--- src/rtl/core/wcr_pkg.sv ---
// Shared constants, types and the linearization table of the contrast ratio core
package wcr_pkg;

    localparam int FRAC_BITS = 16;
    localparam int CODE_W    = 8;
    localparam int LIN_W     = FRAC_BITS + 1;
    localparam int Q_W       = 21;
    localparam int NUM_W     = LIN_W + FRAC_BITS;
    localparam int SUM_W     = LIN_W + FRAC_BITS + 2;
    localparam int TAB_N     = 1 << CODE_W;

    localparam longint ONE   = longint'(1) << FRAC_BITS;
    localparam longint K_OFF = (ONE + 10) / 20;
    localparam longint WR    = (2126 * ONE + 5000) / 10000;
    localparam longint WG    = (7152 * ONE + 5000) / 10000;
    localparam longint WB    = (722 * ONE + 5000) / 10000;

    typedef logic [CODE_W-1:0] code_t;
    typedef logic [LIN_W-1:0]  lin_t;
    typedef logic [Q_W-1:0]    quo_t;
    typedef lin_t lin_tab_t [TAB_N];

    // one division cell's worth of state
    typedef struct packed {
        lin_t rem;
        quo_t nlo;
        lin_t den;
        quo_t q;
    } div_t;

    function automatic lin_tab_t build_tab();
        lin_tab_t tab;
        real      t;
        longint   v;
        for (int c = 0; c < TAB_N; c++)
        begin
            if (c <= 10)
            begin
                v = ((longint'(c) * 10 * ONE) + 16473) / 32946;
            end
            else
            begin
                t = (real'(c) / 255.0 + 0.055) / 1.055;
                v = longint'($rtoi((t ** 2.4) * real'(ONE) + 0.5));
            end
            if (c == TAB_N - 1)
            begin
                v = ONE;
            end
            tab[c] = lin_t'(v);
        end
        return tab;
    endfunction

    localparam lin_tab_t LIN_TABLE = build_tab();

endpackage

--- src/rtl/core/wcr_div_cell.sv ---
// One restoring-division cell: retires one quotient bit per transaction
module wcr_div_cell (
    input  logic          clk,
    input  logic          rst_n,
    input  logic          in_valid,
    output logic          in_ready,
    input  wcr_pkg::div_t in_data,
    output logic          out_valid,
    input  logic          out_ready,
    output wcr_pkg::div_t out_data
);
    import wcr_pkg::*;

    logic           v_reg;
    div_t           d_reg;
    div_t           d_next;
    logic [LIN_W:0] trial;
    logic           ge;

    assign in_ready = !v_reg || out_ready;

    always_comb
    begin
        trial = {in_data.rem, in_data.nlo[Q_W-1]};
        ge    = trial >= {1'b0, in_data.den};
        d_next.rem = ge ? lin_t'(trial - {1'b0, in_data.den}) : lin_t'(trial);
        d_next.nlo = {in_data.nlo[Q_W-2:0], 1'b0};
        d_next.den = in_data.den;
        d_next.q   = {in_data.q[Q_W-2:0], ge};
    end

    always_ff @(posedge clk or negedge rst_n)
    begin
        if (!rst_n)
            v_reg <= 1'b0;
        else if (in_ready)
            v_reg <= in_valid;
    end

    always_ff @(posedge clk)
    begin
        if (in_ready)
            d_reg <= d_next;
    end

    assign out_valid = v_reg;
    assign out_data  = d_reg;

endmodule

--- config.mk ---
export PLATFORM = sky130hd
export DESIGN_NAME = wcr_div_cell
export DESIGN_NICKNAME = d
export VERILOG_FILES = /design/src/rtl/core/wcr_pkg.sv /design/src/rtl/core/wcr_div_cell.sv
export SDC_FILE = /design/constraint.sdc
export NUM_CORES = 1
export LEC_CHECK = 0
export BUFFER_PORTS_ARGS = -buffer_cell sky130_fd_sc_hd__buf_4
export CAP_MARGIN = 0
export CORE_MARGIN = 2
export CORE_UTILIZATION = 51
export DETAILED_ROUTE_END_ITERATION = 10
export PLACE_DENSITY = 0.86
export SETUP_SLACK_MARGIN = 0.1
export SLEW_MARGIN = 20
export SYNTH_ARGS = -nofsm -noshare
export SYNTH_HDL_FRONTEND = slang
export SYNTH_SLANG_ARGS = --single-unit
--- constraint.sdc ---
create_clock -name clk -period 5.4 [get_ports clk]
set_input_delay 1.08 -clock clk [delete_from_list [all_inputs] [get_ports clk]]
set_output_delay 1.08 -clock clk [all_outputs]
set_load 0.05 [all_outputs]
==> results of run 1 <==
## layer usage
metal	GRT usage (%)	vias to the layer above
met3	7.52	20
met1	29.3	1217
met2	41.3	127
li1	-	1204
met5	0	-
met4	9.52	0
## worst max-delay path by stage
stage / to / slack (ps) / cells past startpoint
global placement: out_data[67] / 1830 / 12
global route: out_data[63] / 2010 / 12
finish: out_data[63] / 2140 / 12
CTS: out_data[63] / 2150 / 12
detailed placement: out_data[63] / 1810 / 12
floorplan: in_ready / 1040 / 1
## kinds of logic (layout without fill, tap and decap cells)
family	Yosys count	in the layout	synth area share, %
compound gates	47	47	10.1
xor+xnor	11	11	2.77
fa+ha+maj	18	18	6.68
buf+inv	25	195	3.63
flops	76	76	65.4
mux	11	11	4.60
other cells	1	1	0.108
simple gates	43	43	6.72
## through the flow
| stage | instance area (sq um) | hold WS, ps |
|---|---|---|
| after floorplan | 3480 | 784 |
| after global placement | 4730 | 856 |
| after detailed placement | 4730 | 858 |
| after CTS | 4960 | 484 |
| after global routing | 4960 | 476 |
| final | 4960 | 487 |
## area by class of cell
cell class | instances | area (sq um) | area share [%]
Sequential cell | 76 | 2280 | 45.9
Timing Repair Buffer | 156 | 1170 | 23.6
Multi-Input combinational cell | 131 | 1090 | 21.9
Clock buffer | 9 | 124 | 2.50
Tap cell | 80 | 100 | 2.02
Inverter | 23 | 98.8 | 1.99
Clock inverter | 7 | 97.6 | 1.97
## state kept, by name, indices dropped and copies added, names as in the netlist
name and count:
out_data 75, out_valid 1
## layout by cell type, fill, tap and decap left out, types with 2 or more instances in the layout
| cell type | instances |
|---|---|
| nand3_1 | 7 |
| bufinv_16 | 2 |
| o21a_1 | 2 |
| o31ai_2 | 3 |
| and2_1 | 3 |
| xnor2_1 | 8 |
| ha_1 | 17 |
| edfxtp_1 | 75 |
| buf_4 | 156 |
| nor2_1 | 6 |
| nand2_1 | 9 |
| nand2b_1 | 4 |
| a21boi_0 | 3 |
| a21o_1 | 3 |
| a21oi_1 | 13 |
| o21ai_0 | 7 |
| inv_1 | 22 |
| clkbuf_8 | 9 |
| xor2_1 | 3 |
| mux2_4 | 10 |
| nor3_1 | 4 |
| clkinvlp_4 | 2 |
| o21bai_1 | 2 |
| inv_6 | 2 |
| o2bb2ai_1 | 2 |
## power by group through the flow
stage	logic (mW)	registers, mW	clock network [mW]
final	0.499	0.735	0.489
after global routing	0.523	0.740	0.516
after CTS	0.499	0.735	0.492
after detailed placement	0.495	0.747	0
after global placement	0.488	0.744	0
after floorplan	0.142	0.941	0
==> results.py, run 1 <==
metrics = {
    "outcome": {
        "status": "completed",
    },
    "synth": {
        "synth_top_area_share_pct": 64.7,
        "synthTopCellsByArea": "edfxtp_1, ha_1, mux2_4",
        "netlist_instances": 232,
        "synthMostInstantiatedCell": "edfxtp_1",
        "syn_area_sq_mm": 0.00348,
        "synth_edf_count": 75,
        "avgSynthCellArea_sq_um": 15.0,
        "synth_top_cell_by_area": "edfxtp_1",
        "yosysSeqAreaShare_pct": 65.4,
        "synth_nets": 330,
        "yosys_warnings": 0,
        "synth_seq_cells": 76,
        "async_reset_ff_share_pct": 1.32,
        "ys_top_cells_by_count": "edfxtp_1, inv_1, ha_1",
        "ys_types": 48,
        "synth-main-ff-cell": "edfxtp_1",
    },
    "route": {
        "routed.top_layer": "met4",
        "remaining_drc_errors": 0,
        "wire_per_inst_microns": 19.4,
        "vias": 2568,
        "vias_per_cell": 5.33,
        "routed_wl_microns": 9360,
        "dr.pass1.iters": 4,
        "wl_met3_microns": 809,
        "ant_nets": 0,
        "wl_met2_microns": 4810,
        "drt_iter0_drc": 136,
        "drt-met1-wl_microns": 3520,
    },
    "flow_run": {
        "drv_cap": 0,
    },
    "place": {
        "port_buffers": 155,
        "routabilityCongestion": 0.827,
        "place_inst": 466,
        "hpwlAfterDp_microns": 6510,
        "pre_cts_ws_ps": 1810,
    },
    "clocking": {
        "cts_resized": 0,
        "cts_tree": "done",
        "cts-root-buf": "clkbuf_8",
        "post_cts_buffers": 0,
        "clk_latency_ps": 350,
        "htree_num_levels": 3,
        "hold_buffers": 0,
        "cts_made_buffers": 9,
        "path_clk_slew_ps": 80,
        "cts.sinks": 76,
        "cts_max_path_buffers": 2,
    },
    "setup_path": {
        "cpMostUsedCell": "inv_1",
        "crit_fanout": 10,
        "reg2reg_depth": 2,
        "rr_startpoint": "out_valid",
        "worst-path-buf-inv": 4,
        "startpoint_type": "input port",
        "r2r_slack_ps": 3740,
        "crit_type": "in -> reg",
        "cp_data_required_time_ps": 5500,
        "critPathCaptureType": "flip-flop",
        "crit_start": "in_data[58]",
        "path_delay_family": "compound AO/OA/AOI/OAI gates",
        "cp_cell_sequence": "buf_4 -> inv_1 -> ha_1 -> inv_1 -> fa_1 -> a21oi_1 -> or3_4 -> a21oi_4 -> o21bai_4 -> and2_4 -> inv_12 -> mux2_4",
        "slowest_stage": "fa_1",
        "max_stage_delay_ps": 410,
        "arrival_ps": 3360,
        "timing.rr.end": "out_data[68]",
    },
    "die": {
        "io_pins": 158,
        "core-area_sq_mm": 0.00672,
        "initial_utilization_pct": 51.8,
        "rows": 30,
        "die_h_microns": 86.6,
        "fp.dieArea_sq_mm": 0.00751,
        "die_w_microns": 86.6,
    },
    "pwr": {
        "powerDensity_mw_per_mm2": 348,
        "switching_power_uw": 567,
        "power_frac_comb_pct": 29.0,
        "power.internal_mw": 1.16,
        "clkPwrFrac_pct": 28.4,
        "vdd_drop_max_mv": 0.143,
        "leakage_nw": 2.21,
        "finalPower_mw": 1.72,
        "sw_frac_of_total_pct": 32.9,
        "p_seq_share_pct": 42.7,
    },
    "timing": {
        "setup_tns_ps": 0,
        "rsz0062_at_grt": "false",
        "timing.fmax_ghz": 0.307,
        "setup_viol": 0,
        "min_period_ps": 3260,
        "tightestPinTransition_ps": 975,
        "finClkSkew_ps": 5.93,
        "setup_ws_ps": 2140,
        "maxSlewHeadroom_pct": 35.0,
        "slew_viol_final": 0,
        "finalCritPeriodShare_pct": 60.4,
        "finalHoldViolations": 0,
    },
    "grt": {
        "grt_pass1_vias": 2545,
        "antenna_found_initial": 0,
        "grt_first_pass_wirelength_microns": 13600,
        "overflow": 0,
        "grt_use_total_pct": 24.4,
        "grt_max_degree": 77,
    },
    "finish": {
        "antennaDiodeCount": 0,
        "final_cells": 482,
        "area_growth_pct": 42.3,
        "fin_nets": 495,
        "final.fill_count": 410,
        "post-route-util_pct": 73.8,
        "layout-drive-gt1-share_pct": 48.5,
    },
    "worst_hold_path": {
        "hold_class": "in -> async",
    },
}
(Power assumes the default switching activity.)
==> inputs of run 2 (changes only) <==
ABC_AREA = 1   (was default)
CORE_UTILIZATION = 44   (was 51)
PLACE_DENSITY = 0.77   (was 0.86)
clock period = 3 ns   (was 5.4 ns; I/O delays follow)
==> run 2 against run 1 <==
Net effect: combinational power is 83% higher; setup slack worse by 1300 ps; sequential power increased by 80%; largest cell class unchanged.
==> results.py, run 2 <==
metrics = {
    "place": {
        "pre_cts_ws_ps": 517,
        "routabilityCongestion": 0.928,
        "hpwlAfterDp_microns": 7340,
        "place_inst": 643,
        "port_buffers": 155,
    },
    "timing": {
        "finalCritPeriodShare_pct": 70.8,
        "finClkSkew_ps": 11.3,
        "slew_viol_final": 0,
        "setup_ws_ps": 875,
        "setup_viol": 0,
        "setup_tns_ps": 0,
        "rsz0062_at_grt": "false",
        "min_period_ps": 2130,
        "finalHoldViolations": 0,
        "timing.fmax_ghz": 0.470,
    },
    "die": {
        "die_w_microns": 96.8,
        "core-area_sq_mm": 0.00830,
        "initial_utilization_pct": 45.6,
        "fp.dieArea_sq_mm": 0.00937,
        "die_h_microns": 96.8,
        "rows": 33,
        "io_pins": 158,
    },
    "synth": {
        "synth_seq_cells": 76,
        "synthMostInstantiatedCell": "nand2_1",
        "syn_area_sq_mm": 0.00379,
        "synth-simple-area-share_pct": 22.3,
        "synth_top_area_share_pct": 59.5,
        "muxShareOfSynthArea_pct": 0,
        "yosysSeqAreaShare_pct": 60.1,
        "synthTopCellsByArea": "edfxtp_1, nand2_1, inv_1",
        "ys_top_cells_by_count": "nand2_1, edfxtp_1, inv_1",
        "ys_types": 25,
        "synth_edf_count": 75,
        "synth_compound_area_share_pct": 1.68,
        "avgSynthCellArea_sq_um": 9.89,
        "synth_top_family_by_area": "simple AND/OR/NAND/NOR gates",
        "synth_nets": 481,
        "async_reset_ff_share_pct": 1.32,
        "synth-main-ff-cell": "edfxtp_1",
        "yosys_warnings": 0,
        "synth_fa_ha_area_share_pct": 6.14,
        "synth_xor_area_share_pct": 1.62,
        "synth_top_cell_by_area": "edfxtp_1",
        "netlist_instances": 383,
    },
    "setup_path": {
        "crit_fanout": 4,
        "crit_type": "in -> reg",
        "startpoint_type": "input port",
        "cp_cell_sequence": "buf_4 -> inv_1 -> ha_1 -> inv_1 -> fa_1 -> nand3_1 -> nand3_1 -> nand2_1 -> nand2_1 -> nand2_1 -> nand2_1 -> nand2_1 -> nand2_1 -> nand2_1 -> nand2_1",
        "max_stage_delay_ps": 430,
        "slowest_stage": "fa_1",
        "critPathCaptureType": "flip-flop",
        "cpMostUsedCell": "nand2_1",
        "cp_data_required_time_ps": 3110,
        "arrival_ps": 2230,
    },
    "clocking": {
        "cts_tree": "done",
        "path_clk_slew_ps": 80,
        "cts_made_buffers": 9,
        "clk_latency_ps": 340,
        "post_cts_buffers": 0,
        "cts-root-buf": "clkbuf_8",
        "cts.sinks": 76,
        "htree_num_levels": 3,
        "cts_max_path_buffers": 2,
    },
    "route": {
        "vias_per_cell": 4.78,
        "dr.pass1.iters": 4,
        "remaining_drc_errors": 0,
        "wire_per_inst_microns": 14.4,
        "vias": 3152,
        "ant_nets": 0,
        "drt_iter0_drc": 187,
        "routed_wl_microns": 9480,
    },
    "grt": {
        "antenna_found_initial": 0,
        "grt_first_pass_wirelength_microns": 15500,
        "overflow": 0,
        "grt_pass1_vias": 3201,
        "grt_max_degree": 32,
        "grt_use_total_pct": 20.6,
    },
    "finish": {
        "final.fill_count": 659,
        "final_cell_mix": "buf_4, nand2_1, edfxtp_1",
        "antennaDiodeCount": 0,
        "layout-drive-gt1-share_pct": 35.7,
        "area_growth_pct": 40.9,
        "largest_reg_flops": 75,
        "final_cells": 660,
        "layout_commonest_cell": "buf_4",
        "fin_nets": 648,
    },
    "pwr": {
        "vdd_drop_max_mv": 0.221,
        "finalPower_mw": 3.17,
        "leakage_nw": 2.71,
        "powerDensity_mw_per_mm2": 593,
    },
    "outcome": {
        "status": "completed",
    },
    "flow_run": {
        "drv_cap": 0,
    },
    "worst_hold_path": {
        "hold_class": "in -> reg",
    },
}
## run 2: path summary, 6_finish.rpt
| check | slack, ps | cells after the start | endpoint | startpoint |
|---|---|---|---|---|
| max | 870 | 15 | out_data[73] | in_data[58] |
| min reg2reg | 860 | 2 | out_valid | out_valid |
| max in group asynchronous | 2350 | 2 | out_valid | rst_n |
| min | 420 | 1 | out_data[8] | in_data[7] |
| min in group asynchronous | 570 | 2 | out_valid | rst_n |
| max reg2reg | 1430 | 2 | out_data[39] | out_valid |
## run 2: cell type report
cell class                      count  area [sq um]  area share, %
Sequential cell                    76          2280           42.7
Tap cell                          105           131           2.46
Clock buffer                       10           128           2.39
Clock inverter                      6           113           2.11
Timing Repair Buffer              161          1210           22.7
Multi-Input combinational cell    232          1210           22.8
Inverter                           70           263           4.92
## run 2: routing by layer
layer / global-route usage, % / share of wire [%]
met1: 24.1 / 40
met2: 36.7 / 52
met3: 5.20 / 6.1
met4: 7.26 / 1.3
met5: 0 / 0
## run 2: critical path: cells and delay by family
kind | cells | cell delay, ps
fa+ha+maj | 2 | 560
simple gates | 10 | 840
buf+inv | 3 | 230
## run 2: repair_timing
action	CTS	global route
hold endpoints to repair	1	0
hold buffers	1	0
endpoints found under the setup margin	0	0
resized for setup	0	0
## run 2: cells by family after synthesis
family / Yosys count
DFF: 76
and+or+nand+nor: 194
adders and majority gates: 18
AOI/OAI and AO/OA: 12
other: 1
buffers and inverters: 75
xor gates and xnor gates: 7
## run 2: through the flow
stage / hold slack [ps] / utilization (%) / instance area [sq um]
after floorplan: 304 / - / 3790
after global placement: 375 / 61.3 / 5090
after detailed placement: 378 / 61.3 / 5090
after CTS: 403 / 64.3 / 5340
after global routing: 400 / 64.3 / 5340
final: 424 / 64.3 / 5340
## run 2: where the power goes
| group | total (mW) | internal, mW | leakage [nW] | switching [mW] |
|---|---|---|---|---|
| logic | 0.913 | 0.292 | 1.82 | 0.621 |
| clock network | 0.939 | 0.556 | 0.121 | 0.382 |
| registers | 1.32 | 1.29 | 0.767 | 0.0286 |
